### config.mk
export PLATFORM = sky130hd
export DESIGN_NAME = vital_sign_frame_parser_top
export DESIGN_NICKNAME = d
export VERILOG_FILES = /design/src/rtl/core/vsfp_pkg.sv /design/src/rtl/core/vsfp_frame_tracker.sv /design/src/rtl/core/vsfp_out_buf.sv /design/src/rtl/core/vital_sign_frame_parser_top.sv
export SDC_FILE = /design/constraint.sdc
export NUM_CORES = 1
export LEC_CHECK = 0
export CORE_UTILIZATION = 49
export CTS_BUF_LIST = sky130_fd_sc_hd__clkbuf_8
export CTS_CLUSTER_DIAMETER = 150
export DETAILED_ROUTE_END_ITERATION = 8
export DONT_BUFFER_PORTS = 1
export GPL_TIMING_DRIVEN = 0
export MAX_ROUTING_LAYER = met4
export PLACE_DENSITY_LB_ADDON = 0.2
export SLEW_MARGIN = 20
export SYNTH_ARGS = -nofsm -noshare
export SYNTH_HDL_FRONTEND = slang
export SYNTH_HIERARCHICAL = 1
export SYNTH_SLANG_ARGS = --single-unit
### constraint.sdc
create_clock -name aclk -period 8.4 [get_ports aclk]
set_clock_uncertainty 0.2 [all_clocks]
set_input_delay 0 -clock aclk [delete_from_list [all_inputs] [get_ports aclk]]
set_output_delay 0 -clock aclk [all_outputs]
set_load 0.01 [all_outputs]
### src/rtl/core/vsfp_pkg.sv
// ----------------------------------------------------------------------------
// vsfp_pkg - shared types and constants for the vital-sign frame parser
// Frame delimiter, command codes, capture offsets and the result record.
// ----------------------------------------------------------------------------
package vsfp_pkg;

    localparam logic [7:0] DELIM    = 8'hFB;
    localparam logic [7:0] CMD_TEMP = 8'h06;
    localparam logic [7:0] CMD_SPO2 = 8'h02;

    // frame lengths count both delimiters
    localparam int MIN_FRAME_LEN      = 5;
    localparam int MIN_TEMP_FRAME_LEN = 10;
    localparam int MIN_SPO2_FRAME_LEN = 7;

    localparam int POS_W = 4;
    localparam logic [POS_W-1:0] POS_MAX   = '1;
    localparam logic [POS_W-1:0] POS_FIRST = POS_W'(1);

    // length >= N  <=>  position of closing byte >= N-1
    localparam logic [POS_W-1:0] POS_MIN_FRAME = POS_W'(MIN_FRAME_LEN - 1);
    localparam logic [POS_W-1:0] POS_MIN_TEMP  = POS_W'(MIN_TEMP_FRAME_LEN - 1);
    localparam logic [POS_W-1:0] POS_MIN_SPO2  = POS_W'(MIN_SPO2_FRAME_LEN - 1);

    // capture offsets
    localparam logic [POS_W-1:0] OFS_CMD = POS_W'(3);
    localparam logic [POS_W-1:0] OFS_5   = POS_W'(5);
    localparam logic [POS_W-1:0] OFS_6   = POS_W'(6);
    localparam logic [POS_W-1:0] OFS_7   = POS_W'(7);
    localparam logic [POS_W-1:0] OFS_8   = POS_W'(8);

    localparam logic KIND_TEMP = 1'b0;
    localparam logic KIND_SPO2 = 1'b1;

    typedef struct packed {
        logic       reading_kind;
        logic [7:0] pulse_rate;
        logic [7:0] spo2_percent;
        logic [7:0] temp_unit;
        logic [7:0] temp_tenths;
        logic [7:0] temp_whole;
    } vsfp_result_t;

endpackage

### src/rtl/core/vsfp_frame_tracker.sv
// ----------------------------------------------------------------------------
// vsfp_frame_tracker - frame state, byte capture and result decode
// Tracks delimiters and position, captures the command and payload bytes,
// and flags a result on the byte that closes a valid frame.
// ----------------------------------------------------------------------------
module vsfp_frame_tracker
    import vsfp_pkg::*;
(
    input  logic         aclk,
    input  logic         aresetn,
    input  logic         byte_fire,
    input  logic [7:0]   rx_byte,
    output logic         res_valid,
    output vsfp_result_t res
);

    logic             inside_reg, inside_next;
    logic [POS_W-1:0] pos_reg, pos_next;
    logic [7:0]       cmd_reg, cmd_next;
    logic [7:0]       ofs5_reg, ofs5_next;
    logic [7:0]       ofs6_reg, ofs6_next;
    logic [7:0]       ofs7_reg, ofs7_next;
    logic [7:0]       ofs8_reg, ofs8_next;
    logic             closing;

    always_comb begin
        inside_next = inside_reg;
        pos_next    = pos_reg;
        cmd_next    = cmd_reg;
        ofs5_next   = ofs5_reg;
        ofs6_next   = ofs6_reg;
        ofs7_next   = ofs7_reg;
        ofs8_next   = ofs8_reg;
        closing     = 1'b0;
        if (byte_fire) begin
            if (!inside_reg) begin
                if (rx_byte == DELIM) begin
                    inside_next = 1'b1;
                    pos_next    = POS_FIRST;
                end
            end else begin
                // closing delimiter is captured too
                if (pos_reg != POS_MAX) begin
                    unique case (pos_reg)
                        OFS_CMD: cmd_next  = rx_byte;
                        OFS_5:   ofs5_next = rx_byte;
                        OFS_6:   ofs6_next = rx_byte;
                        OFS_7:   ofs7_next = rx_byte;
                        OFS_8:   ofs8_next = rx_byte;
                        default: ;
                    endcase
                end
                if (rx_byte != DELIM) begin
                    if (pos_reg != POS_MAX) begin
                        pos_next = pos_reg + POS_W'(1);
                    end
                end else begin
                    closing     = 1'b1;
                    inside_next = 1'b0;
                    pos_next    = '0;
                end
            end
        end
    end

    always_comb begin
        res       = '0;
        res_valid = 1'b0;
        if (closing && pos_reg >= POS_MIN_FRAME) begin
            if (cmd_next == CMD_TEMP && pos_reg >= POS_MIN_TEMP) begin
                res_valid         = 1'b1;
                res.reading_kind  = KIND_TEMP;
                res.temp_whole    = ofs6_next;
                res.temp_tenths   = ofs7_next;
                res.temp_unit     = ofs8_next;
            end else if (cmd_next == CMD_SPO2 && pos_reg >= POS_MIN_SPO2) begin
                res_valid         = 1'b1;
                res.reading_kind  = KIND_SPO2;
                res.spo2_percent  = ofs5_next;
                res.pulse_rate    = ofs6_next;
            end
        end
    end

    always_ff @(posedge aclk) begin
        if (!aresetn) begin
            inside_reg <= 1'b0;
            pos_reg    <= '0;
            cmd_reg    <= '0;
            ofs5_reg   <= '0;
            ofs6_reg   <= '0;
            ofs7_reg   <= '0;
            ofs8_reg   <= '0;
        end else begin
            inside_reg <= inside_next;
            pos_reg    <= pos_next;
            cmd_reg    <= cmd_next;
            ofs5_reg   <= ofs5_next;
            ofs6_reg   <= ofs6_next;
            ofs7_reg   <= ofs7_next;
            ofs8_reg   <= ofs8_next;
        end
    end

endmodule

### src/rtl/core/vsfp_out_buf.sv
// ----------------------------------------------------------------------------
// vsfp_out_buf - result register with skid stage
// Holds results for the master side; upstream ready is registered.
// ----------------------------------------------------------------------------
module vsfp_out_buf
    import vsfp_pkg::*;
(
    input  logic         aclk,
    input  logic         aresetn,
    input  logic         push,
    input  vsfp_result_t push_data,
    output logic         can_accept,
    output logic         out_valid,
    input  logic         out_ready,
    output vsfp_result_t out_data
);

    logic         out_valid_reg, out_valid_next;
    logic         skid_valid_reg, skid_valid_next;
    vsfp_result_t out_reg, out_next;
    vsfp_result_t skid_reg, skid_next;

    always_comb begin
        out_valid_next  = out_valid_reg;
        skid_valid_next = skid_valid_reg;
        out_next        = out_reg;
        skid_next       = skid_reg;
        if (!out_valid_reg || out_ready) begin
            if (skid_valid_reg) begin
                // upstream is held off while the skid is full
                out_valid_next  = 1'b1;
                out_next        = skid_reg;
                skid_valid_next = 1'b0;
            end else begin
                out_valid_next = push;
                out_next       = push_data;
            end
        end else if (push) begin
            skid_valid_next = 1'b1;
            skid_next       = push_data;
        end
    end

    always_ff @(posedge aclk) begin
        if (!aresetn) begin
            out_valid_reg  <= 1'b0;
            skid_valid_reg <= 1'b0;
        end else begin
            out_valid_reg  <= out_valid_next;
            skid_valid_reg <= skid_valid_next;
        end
        out_reg  <= out_next;
        skid_reg <= skid_next;
    end

    assign can_accept = !skid_valid_reg;
    assign out_valid  = out_valid_reg;
    assign out_data   = out_reg;

endmodule

### src/rtl/core/vital_sign_frame_parser_top.sv
// ----------------------------------------------------------------------------
// vital_sign_frame_parser_top - vital-sign serial frame parser
// Channel  Dir  Signals                         Content
// s_       in   s_tvalid s_tready s_tdata[7:0]  one received byte
// m_       out  m_tvalid m_tready m_tdata[39:0] temperature or SpO2 reading
//                              m_tuser[0]       reading kind
// One byte is taken per cycle while s_tready is high. A reading is registered
// into the result register, or into the skid stage while m_ stalls. s_tready
// is registered and drops only when both registers hold unread readings.
// Reset (aresetn low, synchronous) leaves the parser outside a frame.
// ----------------------------------------------------------------------------
module vital_sign_frame_parser_top
    import vsfp_pkg::*;
(
    input  logic        aclk,
    input  logic        aresetn,
    input  logic        s_tvalid,
    output logic        s_tready,
    input  logic [7:0]  s_tdata,   // [7:0] rx_byte
    output logic        m_tvalid,
    input  logic        m_tready,
    output logic [39:0] m_tdata,   // [7:0] temp_whole, [15:8] temp_tenths,
                                   // [23:16] temp_unit, [31:24] spo2_percent,
                                   // [39:32] pulse_rate
    output logic        m_tuser    // [0] reading_kind
);

    logic         byte_fire;
    logic         res_valid;
    vsfp_result_t res;
    vsfp_result_t out_data;

    assign byte_fire = s_tvalid && s_tready;

    vsfp_frame_tracker u_tracker (
        .aclk      (aclk),
        .aresetn   (aresetn),
        .byte_fire (byte_fire),
        .rx_byte   (s_tdata),
        .res_valid (res_valid),
        .res       (res)
    );

    vsfp_out_buf u_out_buf (
        .aclk       (aclk),
        .aresetn    (aresetn),
        .push       (res_valid),
        .push_data  (res),
        .can_accept (s_tready),
        .out_valid  (m_tvalid),
        .out_ready  (m_tready),
        .out_data   (out_data)
    );

    assign m_tdata = {out_data.pulse_rate, out_data.spo2_percent, out_data.temp_unit,
                      out_data.temp_tenths, out_data.temp_whole};
    assign m_tuser = out_data.reading_kind;

    // ready only drops with a reading already waiting
    a_ready_low_has_output: assert property (@(posedge aclk) disable iff (!aresetn)
        !s_tready |-> m_tvalid)
        else $error("s_tready low with no pending reading");

    // a new reading always follows an accepted byte
    a_rise_after_accept: assert property (@(posedge aclk) disable iff (!aresetn)
        $rose(m_tvalid) |-> $past(s_tvalid && s_tready))
        else $error("reading appeared without an accepted byte");

    a_spo2_temp_zero: assert property (@(posedge aclk) disable iff (!aresetn)
        (m_tvalid && m_tuser == KIND_SPO2) |-> (m_tdata[23:0] == 24'h0))
        else $error("SpO2 reading carries temperature bytes");

    a_temp_spo2_zero: assert property (@(posedge aclk) disable iff (!aresetn)
        (m_tvalid && m_tuser == KIND_TEMP) |-> (m_tdata[39:24] == 16'h0))
        else $error("temperature reading carries SpO2 bytes");

endmodule

==> results of run 1 <==
## area by class of cell
type	count	share of cell area, %
Clock buffer	17	3.75
Tap cell	140	2.81
Buffer	18	2.89
Sequential cell	129	54.6
Inverter	10	0.602
Clock inverter	15	3.19
Multi-Input combinational cell	226	29.5
Timing Repair Buffer	15	2.73
## per-layer routing
metal / track usage, % / vias up / share of wire (%)
li1: - / 1441 / -
met1: 24.6 / 1474 / 47
met2: 28.2 / 61 / 47
met3: 5.87 / 16 / 3.8
met4: 8.12 / 0 / 1.8
met5: - / - / 0
## metrics by stage
stage                     cells  hold slack (ns)  power, mW
after CTS                   570           0.0493       1.27
after global routing        570            0.121       1.30
after global placement      523          -0.0663      0.687
after floorplan             383          -0.0718      0.685
final                       570           0.0920       1.25
after detailed placement    525          -0.0632      0.687
## power by group through the flow
stage	clock [mW]	combinational [mW]	sequential, mW
after floorplan	0	0.00572	0.680
after global placement	0	0.00733	0.680
after detailed placement	0	0.00738	0.680
after CTS	0.586	0.0173	0.666
after global routing	0.613	0.0183	0.665
final	0.571	0.0172	0.666
## cells by family (layout without fill, tap and decap cells)
group,count (synthesis),after routing
AND/OR/NAND/NOR,121,121
flip-flops,129,129
AO/OA/AOI/OAI,16,16
adder cells (fa/ha/maj),7,7
buffers and inverters,28,75
multiplexers,82,82
## how the worst min path moves through the flow
stage / depth (start not counted) / endpoint / slack [ns]
finish: 3 / u_tracker/cmd_reg[7]$_SDFF_PN0_ / 0.09
global route: 3 / u_tracker/cmd_reg[7]$_SDFF_PN0_ / 0.12
CTS: 3 / u_tracker/cmd_reg[7]$_SDFF_PN0_ / 0.05
detailed placement: 1 / u_tracker/cmd_reg[7]$_SDFF_PN0_ / -0.06
global placement: 1 / u_tracker/cmd_reg[7]$_SDFF_PN0_ / -0.07
floorplan: 1 / u_tracker/cmd_reg[7]$_SDFF_PN0_ / -0.07
## layout by cell type, fill, tap and decap left out, types with 3 or more instances in the layout
cell | netlist | layout
a21oi_1 | 3 | 3
bufinv_16 | 0 | 5
nand3b_1 | 4 | 4
mux2_4 | 38 | 38
nand2_1 | 4 | 4
clkbuf_8 | 1 | 18
ha_1 | 7 | 7
inv_1 | 10 | 12
clkinv_2 | 0 | 3
buf_6 | 4 | 4
nand4_1 | 3 | 3
dfxtp_1 | 47 | 47
clkbuf_1 | 5 | 5
clkinv_1 | 0 | 3
buf_2 | 3 | 3
edfxtp_1 | 82 | 82
nor2_1 | 82 | 81
dlygate4sd3_1 | 0 | 13
nor2b_1 | 7 | 7
buf_12 | 4 | 6
mux2i_1 | 41 | 41
mux2_2 | 3 | 3
## tightest hold or removal path, cell delays in order
cell           delay [ns]
mux2i_1              0.04
nor2b_1              0.10
dlygate4sd3_1        0.55
==> summary.md, run 1 <==
| Metric | Value |
|---|---|
| Fmax | 0.250 GHz |
| Slew headroom | 41.7% |
| Worst IR Drop VDD | 110 uV |
| Internal power component | 1.02 mW |
| Synth cell count leaders | edfxtp_1 (82), nor2_1 (82), dfxtp_1 (47) |
| CP delay by family, top | buffers and inverters |
| Placer Congestion | 0.819 |
| Cells on worst reg2reg path | 13 |
| Mapped cell area | 0.00545 sq mm |
| Synth Flop Type | edfxtp_1 |
| Layout cell share with drive strength beyond 1 | 21.9% |
| Multi-input gate area | 0.00184 sq mm |
| Initial Utilization | 50.3% |
| CTS Buf Count | 17 |
| Post-synthesis simple-gate area fraction | 11.0% |
| Mean Syn Cell Area | 14.2 sq um |
| Crit. Startpoint | u_out_buf/skid_valid_reg$_SDFFE_PP0P_ |
| Syn. warnings | 6 |
| CTS sink count | 129 |
| DIE WIDTH | 107 microns |
| Final WL | 9820 microns |
| Endpoints failing setup | 0 |
| Class of the worst hold path | input pin to flip-flop |
| GRT Total Usage | 19.2% |
| First-pass GRT wire length | 15,700 microns |
| Detail Route Antenna Nets | 0 |
| Setup CP Type | flip-flop to flip-flop |
| Final core utilization | 57.5% |
| Compound-cell area share of the yosys netlist | 2.39% |
| CTS root buf | clkbuf_8 |
| Asr flop ratio synth | 0% |
| Critical Path Max Stage Delay | 0.79 ns |
| CTS resizes | 0 |
| Max Cap Viol | 0 |
| Hold_sp | s_tdata[7] |
| Largest net degree at the start of global routing | 34 |
| TritonCTS clock tree | done |
| Worst r2r src | u_out_buf/skid_valid_reg$_SDFFE_PP0P_ |
| Antenna diodes | 0 |
| DIE AREA | 0.0115 sq mm |
| Final net count | 436 |
| Post-synthesis xor/xnor area fraction | 0% |
| Worst setup SP type | flip-flop |
| Combinational Power Share | 1.4% |
| H-Tree Level Count | 4 |
| Ranking of synthesized cells by area | edfxtp_1 (45%), dfxtp_1 (17%), mux2_4 (10%) |
| Synth Register Bits | 129 |
| Vias per std cell | 5.25 |
| Synthesized Nets | 402 |
| # rows | 38 |
| Vias | 2,992 |
| Setup TNS | 0 ns |
| PwrDens | 201 mW/mm^2 |
| Final Slew Violations | 0 |
| Worst-path cell chain | buf_6, buf_12, inv_1, and2_1, clkbuf_8, nand3b_1, nor3_1, buf_4, nand3b_1, a2111oi_0, inv_1, nor2_4, buf_12 |
| Slowest cell on crit path | a2111oi_0 |
| Synth area leader | edfxtp_1 |
| Fin. Hold Viols | 0 |
| Synth cell types | 47 |
| Design area | 0.00624 sq mm |
| Drt first pass iters | 4 |
| Critical Path RT | 8.33 ns |
| Hold Buf Count CTS | 13 |
| Sequential element share of the synthesized area | 62.4% |
| Largest family of logic cells by synthesized area | multiplexers |
| CP arrival | 3.92 ns |
| Top Ports | 55 |
| Filler cells | 882 |
| Detailed-placement wirelength estimate | 6650 microns |
| Outcome | finished clean |
| I/O Buffers | 0 |
| Reg2reg end | u_out_buf/skid_reg[20]$_DFFE_PP_ |
| WP depth | 13 |
| Clock network power share | 45.5% |
| Peak fanout along the critical path | 29 |
| Worst Slack Setup Final | 4.41 ns |
| Reg area | 0.00340 sq mm |
| Sw frac | 18.8% |
| Postcts setup bufs | 0 |
| Switching pwr | 236 uW |
| Overflow after GRT | 0 |
| WL/cell | 17.2 microns |
| Top cell type's share of synthesized area | 45.2% |
| Final worst-path cycle share | 47.5% |
| Clk_lat worst skew | 0.43 ns |
| Initial antenna violation count | 0 |
| EDFF count, synth | 82 |
| Worst R2R Setup Slack | 4.41 ns |
| Flop pwr share | 53.1% |
| CP endpoint | u_out_buf/skid_reg[20]$_DFFE_PP_ |
| Buffers plus inverters on the worst setup path | 7 |
| DRC viols | 0 |
| Post-synthesis cell count | 383 |
| Slew @ Worst Pin | 0.852 ns |
| Clock Pin Slew Worst Setup and Hold Paths | 0.07 ns |
| Post-synthesis adder-cell area fraction | 1.61% |
| Core region area | 0.0108 sq mm |
| CTS Buffer Depth | 2 |
| Die Y | 107 microns |
| Area delta synth->final | 14.5% |
| Iter 0 DRT Violations | 139 |
| RSZ-0062 raised after global routing | false |
| Worst slack, placed | 4.38 ns |
| Crit. End Element | flip-flop |
| Leak | 2.20 nW |
| Post-Place Cell Area | 0.00568 sq mm |
| Vias in the first global route | 2,965 |
| Mux share of post-synthesis cell area | 18.6% |
| Tmin final | 3.99 ns |
Power figures use the tool's default switching activity.
==> run 2: changes to the inputs <==
==> constraint.sdc (replaced) <==
create_clock -name aclk -period 4.05 [get_ports aclk]
set_clock_uncertainty 0.2 [all_clocks]
set_input_delay 0 -clock aclk [delete_from_list [all_inputs] [get_ports aclk]]
set_output_delay 0 -clock aclk [all_outputs]
set_load 0.01 [all_outputs]
==> run 2 against run 1 <==
Critical path depth grew 1. First-iteration DRC count grew 3.6%. Maximum frequency grew 2.6%. Clock-buffer cell count is the same. Clock power grew 98%. Largest cell class unchanged. Sequential share of layout area shrank 0.19 points. Sequential power grew 110%.
==> summary.md, run 2 (synthesis results as in run 1) <==
| Metric | Value |
|---|---|
| Peak fanout along the critical path | 28 |
| H-Tree Level Count | 4 |
| Crit. End Element | flip-flop |
| PwrDens | 407 mW/mm^2 |
| Vias in the first global route | 3,095 |
| Vias per std cell | 5.24 |
| Tmin final | 3.89 ns |
| CTS Buf Count | 17 |
| Layout cell share with drive strength beyond 1 | 23.0% |
| Final Slew Violations | 0 |
| CTS Buffer Depth | 2 |
| Buffers plus inverters on the worst setup path | 8 |
| CTS root buf | clkbuf_8 |
| Class of the worst hold path | input pin to flip-flop |
| Final net count | 437 |
| RSZ-0062 raised after global routing | false |
| Fin. Hold Viols | 0 |
| TritonCTS clock tree | done |
| DRC viols | 0 |
| Worst IR Drop VDD | 187 uV |
| Final WL | 10,100 microns |
| Iter 0 DRT Violations | 144 |
| Total power | 2.55 mW |
| GRT Total Usage | 19.8% |
| Worst-path cell chain | buf_6, buf_12, inv_6, and2_4, clkbuf_8, nand3b_1, nor3_2, buf_6, nand3b_1, dlygate4sd3_1, a2111oi_4, inv_1, nor2_4, buf_12 |
| Placer Congestion | 0.829 |
| Critical Path Max Stage Delay | 0.61 ns |
| Area delta synth->final | 14.9% |
| I/O Buffers | 0 |
| Max Cap Viol | 0 |
| Initial Utilization | 50.3% |
| Endpoints failing setup | 0 |
| Drt first pass iters | 4 |
| Largest net degree at the start of global routing | 30 |
| Top Ports | 55 |
| CP delay by family, top | buffers and inverters |
| CTS resizes | 0 |
| WL/cell | 17.7 microns |
| Setup CP Type | flip-flop to flip-flop |
| Slew @ Worst Pin | 0.662 ns |
| First-pass GRT wire length | 16,200 microns |
| Fmax | 0.257 GHz |
| Antenna diodes | 0 |
| CTS sink count | 129 |
| Core region area | 0.0108 sq mm |
| Detail Route Antenna Nets | 0 |
| Vias | 2,992 |
| DIE WIDTH | 107 microns |
| Most frequent cells in the layout | edfxtp_1 (82), nor2_1 (81), dfxtp_1 (46) |
| Outcome | finished clean |
| Clk_lat worst skew | 0.43 ns |
| Worst setup SP type | flip-flop |
| Die Y | 107 microns |
| Slowest cell on crit path | dlygate4sd3_1 |
| CP arrival | 3.82 ns |
| Initial antenna violation count | 0 |
| Detailed-placement wirelength estimate | 6820 microns |
| DIE AREA | 0.0115 sq mm |
| Setup TNS | 0 ns |
| Clock Pin Slew Worst Setup and Hold Paths | 0.07 ns |
| Slew headroom | 55.8% |
| Overflow after GRT | 0 |
| Final core utilization | 57.8% |
| Critical Path RT | 3.98 ns |
| Leak | 2.20 nW |
| Commonest non-fill, non-tap cell in the layout | edfxtp_1 |
| # rows | 38 |
| Final worst-path cycle share | 96.1% |
-- run 2: per-stage QoR --
step | worst slack [ns] | instances | instance area (sq um) | hold slack (ns)
floorplan | -0.272 | 383 | 5490 | -0.0718
global placement | -1.31 | 523 | 5660 | -0.0654
detailed placement | 0.616 | 525 | 5710 | -0.0641
CTS | 0.140 | 571 | 6260 | 0.112
global route | 0.00743 | 571 | 6260 | 0.169
finish | 0.159 | 571 | 6260 | 0.145
-- run 2: path summary, 6_finish.rpt --
kind	startpoint	depth (start not counted)	to	slack [ns]
worst max-delay path	u_out_buf/skid_valid_reg$_SDFFE_PP0P_	14	u_out_buf/skid_reg[13]$_DFFE_PP_	0.16
worst min-delay path	s_tdata[4]	5	u_out_buf/skid_reg[36]$_DFFE_PP_	0.15
worst max register to register	u_out_buf/skid_valid_reg$_SDFFE_PP0P_	14	u_out_buf/skid_reg[13]$_DFFE_PP_	0.16
worst min register to register	u_tracker/ofs7_reg[2]$_SDFF_PN0_	2	u_tracker/ofs7_reg[2]$_SDFF_PN0_	0.30
-- run 2: worst reg2reg max path, delay by kind of cell (launching register included) --
family | cells | cell delay (ns)
flip-flops | 1 | 0.32
AO/OA/AOI/OAI | 1 | 0.36
buffers and inverters | 8 | 1.70
AND/OR/NAND/NOR | 5 | 1.00
-- run 2: final cells by class --
cell class,count,area [sq um]
multi-input combinational,226,1870
buffer,18,184
clock buffer,17,234
fill,878,4580
sequential,129,3400
tap,140,175
inverter,10,42.5
timing repair buffer,16,180
clock inverter,15,174
-- run 2: metal layers --
layer	up-vias	part of all wire (%)	GRT usage [%]
met4	0	2.3	8.90
met2	71	47	30.8
li1	1444	-	-
met1	1459	46	24.0
met5	-	0	-
met3	18	3.9	5.93
-- run 2: timing repair --
action                                 in CTS  in global routing
hold buffers                               14                  0
setup endpoints to repair                   0                  0
endpoints found under the hold margin     140                  0
setup buffers                               0                  0
-- run 2: power breakdown --
part / total (mW) / switching (mW) / internal, mW / leakage, nW
registers: 1.38 / 0.000134 / 1.38 / 1.17
logic: 0.0357 / 0.0223 / 0.0134 / 0.824
clock network: 1.13 / 0.479 / 0.654 / 0.206
==> run 3: changes to the inputs <==
--- a/config.mk
+++ b/config.mk
@@ -5,6 +5,7 @@
 export SDC_FILE = /design/constraint.sdc
 export NUM_CORES = 1
 export LEC_CHECK = 0
+export ABC_AREA = 1
 export CORE_UTILIZATION = 49
 export CTS_BUF_LIST = sky130_fd_sc_hd__clkbuf_8
 export CTS_CLUSTER_DIAMETER = 150
@@ -12,7 +13,7 @@
 export DONT_BUFFER_PORTS = 1
 export GPL_TIMING_DRIVEN = 0
 export MAX_ROUTING_LAYER = met4
-export PLACE_DENSITY_LB_ADDON = 0.2
+export PLACE_DENSITY = 0.65
 export SLEW_MARGIN = 20
 export SYNTH_ARGS = -nofsm -noshare
 export SYNTH_HDL_FRONTEND = slang
==> run 3 against run 2 <==
Maximum frequency increased by 4.9%. Clock-buffer cell count unchanged. Combinational power increased by 23%. Register-to-register slack improved by 0.38 ns. Synthesized area decreased by 0.41%. Cell count increased by 30%. Core utilization increased by 0.81 points. Critical endpoint is now u_out_buf/skid_reg[23]$_DFFE_PP_. Highest routed layer unchanged.
==> summary.md, run 3 <==
| Metric | Value |
|---|---|
| Outcome | finished clean |
| Sequential element share of the synthesized area | 62.7% |
| Leak | 2.58 nW |
| Reg2reg end | u_out_buf/skid_reg[23]$_DFFE_PP_ |
| Uppermost routed layer | met4 |
| Commonest non-fill, non-tap cell in the layout | nand2_1 |
| Switching pwr | 536 uW |
| Synth Register Bits | 129 |
| Total power | 2.72 mW |
| DRC viols | 0 |
| Iter 0 DRT Violations | 313 |
| Top Ports | 55 |
| PwrDens | 431 mW/mm^2 |
| Tmin final | 3.71 ns |
| Top cell type's share of synthesized area | 45.4% |
| Drt first pass iters | 5 |
| Synth area leader | edfxtp_1 |
| Ranking of synthesized cells by area | edfxtp_1 (45%), dfxtp_1 (17%), nand2_1 (11%) |
| Critical Path Max Stage Delay | 0.58 ns |
| Post-synthesis cell count | 551 |
| Clock network power share | 47.6% |
| Met3 wire len | 512 microns |
| Synth Flop Type | edfxtp_1 |
| Synth cell count leaders | nand2_1 (154), edfxtp_1 (82), nor2_1 (81) |
| Flop pwr share | 50.8% |
| TritonCTS clock tree | done |
| CP arrival | 3.66 ns |
| H-Tree Level Count | 4 |
| Clock Pin Slew Worst Setup and Hold Paths | 0.07 ns |
| Slew @ Worst Pin | 0.603 ns |
| Core region area | 0.0108 sq mm |
| Setup CP Type | input pin to flip-flop |
| Worst slack, placed | 0.538 ns |
| Largest net degree at the start of global routing | 32 |
| Most frequent cells in the layout | nand2_1 (153), edfxtp_1 (82), nor2_1 (80) |
| Fin. Hold Viols | 0 |
| Slew headroom | 59.8% |
| Detailed-placement wirelength estimate | 7490 microns |
| Cells on worst reg2reg path | 19 |
| Hold EP | u_out_buf/skid_valid_reg$_SDFFE_PP0P_ |
| Overflow after GRT | 0 |
| Mean Syn Cell Area | 9.85 sq um |
| Placer Congestion | 0.846 |
| Max Cap Viol | 0 |
| Detail Route Antenna Nets | 0 |
| Initial Utilization | 50.3% |
| Final net count | 608 |
| Worst IR Drop VDD | 185 uV |
| Synth cell types | 29 |
| Peak fanout along the critical path | 20 |
| CTS Buf Count | 17 |
| WL/cell | 14.8 microns |
| Worst Hold Depth | 4 |
| EDFF count, synth | 82 |
| # rows | 38 |
| Final core utilization | 58.6% |
| CTS resizes | 0 |
| GRT Total Usage | 21.2% |
| Vias per std cell | 5.01 |
| Worst R2R Setup Slack | 0.54 ns |
| Layout cell share with drive strength beyond 1 | 17.9% |
| Slowest cell on crit path | dlygate4sd3_1 |
| Mapped cell area | 0.00543 sq mm |
| Sw frac | 19.7% |
| Worst Slack Setup Final | 0.341 ns |
| Asr flop ratio synth | 0% |
| Most frequent cell on the critical path | inv_1 |
| Area delta synth->final | 16.5% |
| Class of the worst hold path | input pin to flip-flop |
| Syn. warnings | 6 |
| Postcts setup bufs | 0 |
| DIE WIDTH | 107 microns |
| RSZ-0062 raised after global routing | false |
| Vias in the first global route | 3,588 |
| Fmax | 0.270 GHz |
| Buffers plus inverters on the worst setup path | 9 |
| Antenna diodes | 0 |
| I/O Buffers | 0 |
| Internal power component | 2.19 mW |
| Critical Path RT | 4.00 ns |
| Clk_lat worst skew | 0.44 ns |
| Worst r2r src | u_out_buf/skid_valid_reg$_SDFFE_PP0P_ |
| Final WL | 11,000 microns |
| CTS sink count | 129 |
| Routed wl met2 | 5340 microns |
| DIE AREA | 0.0115 sq mm |
| CTS Buffer Depth | 2 |
| Hold Buf Count CTS | 16 |
| Filler cells | 936 |
| Worst setup SP type | input pin |
| First-pass GRT wire length | 17,600 microns |
| Combinational Power Share | 1.6% |
| DRT met1 WL | 4990 microns |
| Top-count cell post-synth | nand2_1 |
| Die Y | 107 microns |
| Hold_sp | m_tready |
| Final Slew Violations | 0 |
| CP delay by family, top | buffers and inverters |
| Vias | 3,720 |
| CTS root buf | clkbuf_8 |
| Endpoints failing setup | 0 |
| Crit. End Element | flip-flop |
| Initial antenna violation count | 0 |
| Final worst-path cycle share | 91.6% |
| Worst-path cell chain | dlygate4sd3_1, inv_1, nor3_1, dlygate4sd3_1, nand2_1, inv_1, ha_1, inv_1, a211oi_1, nand3_1, nor2_1, nand2_2, buf_6, nand2_1, inv_1, nor2_4, buf_16, buf_16 |
| Synthesized Nets | 570 |
-- run 3: cell count changes after synthesis, sizes merged, moves of 10 or more --
cell,delta
nand2,+172
mux2,-41
mux2i,-41
inv,+29
nor2,+26
o21ai,+23
a21oi,+17
nand3,+10
-- run 3: worst max-delay path by stage --
stage                                          start                                to  depth (start not counted)
2_1_floorplan  u_out_buf/skid_valid_reg$_SDFFE_PP0P_   u_out_buf/skid_reg[0]$_DFFE_PP_                         17
3_3_place_gp   u_out_buf/skid_valid_reg$_SDFFE_PP0P_  u_out_buf/skid_reg[19]$_DFFE_PP_                         17
3_5_place_dp   u_out_buf/skid_valid_reg$_SDFFE_PP0P_  u_out_buf/skid_reg[19]$_DFFE_PP_                         19
4_1_cts                                   s_tdata[3]  u_out_buf/skid_reg[15]$_DFFE_PP_                         18
5_1_grt                                   s_tdata[3]   u_out_buf/skid_reg[9]$_DFFE_PP_                         18
6_report                                  s_tdata[3]  u_out_buf/skid_reg[23]$_DFFE_PP_                         18
-- run 3: through the flow --
| step | hold WS, ns | instance area [sq um] | std cells | setup TNS (ns) |
|---|---|---|---|---|
| floorplan | -0.0773 | 5430 | 551 | 0 |
| global placement | -0.0656 | 5610 | 691 | -21.41 |
| detailed placement | -0.0607 | 5690 | 694 | 0 |
| CTS | 0.0722 | 6320 | 742 | 0 |
| global route | 0.113 | 6320 | 742 | 0 |
| finish | 0.109 | 6320 | 742 | 0 |
-- run 3: final cells by class --
cell class                      count  area, sq um  share of cell area, %
Buffer                             21          184                   2.91
Sequential cell                   129         3400                   53.8
Clock buffer                       17          234                   3.70
Tap cell                          140          175                   2.77
Inverter                           40          158                   2.49
Timing Repair Buffer               19          235                   3.72
Clock inverter                     15          240                   3.80
Multi-Input combinational cell    361         1690                   26.8
-- run 3: cell families after synthesis --
kind of cell	count (synthesis)	share of synthesized area [%]
flip-flops	129	62.7
AND/OR/NAND/NOR	307	24.8
buffers and inverters	61	6.29
AO/OA/AOI/OAI	47	4.61
adder cells (fa/ha/maj)	7	1.61
-- run 3: power by group through the flow --
stage / sequential [mW] / clock [mW] / combinational [mW]
after global routing: 1.38 / 1.37 / 0.0480
after CTS: 1.38 / 1.32 / 0.0439
after detailed placement: 1.41 / 0 / 0.0287
after floorplan: 1.41 / 0 / 0.0193
after global placement: 1.41 / 0 / 0.0288
final: 1.38 / 1.30 / 0.0440
-- run 3: tightest hold or removal path, cell delays in order --
cell           delay, ns
dlygate4sd3_1       0.53
inv_1               0.06
nand3_1             0.08
nor2_1              0.04
-- run 3: routing by layer --
layer | GRT usage (%) | vias to the layer above
li1 | - | 1843
met1 | 25.6 | 1765
met2 | 34.0 | 94
met3 | 5.96 | 18
met4 | 8.02 | 0
met5 | - | -
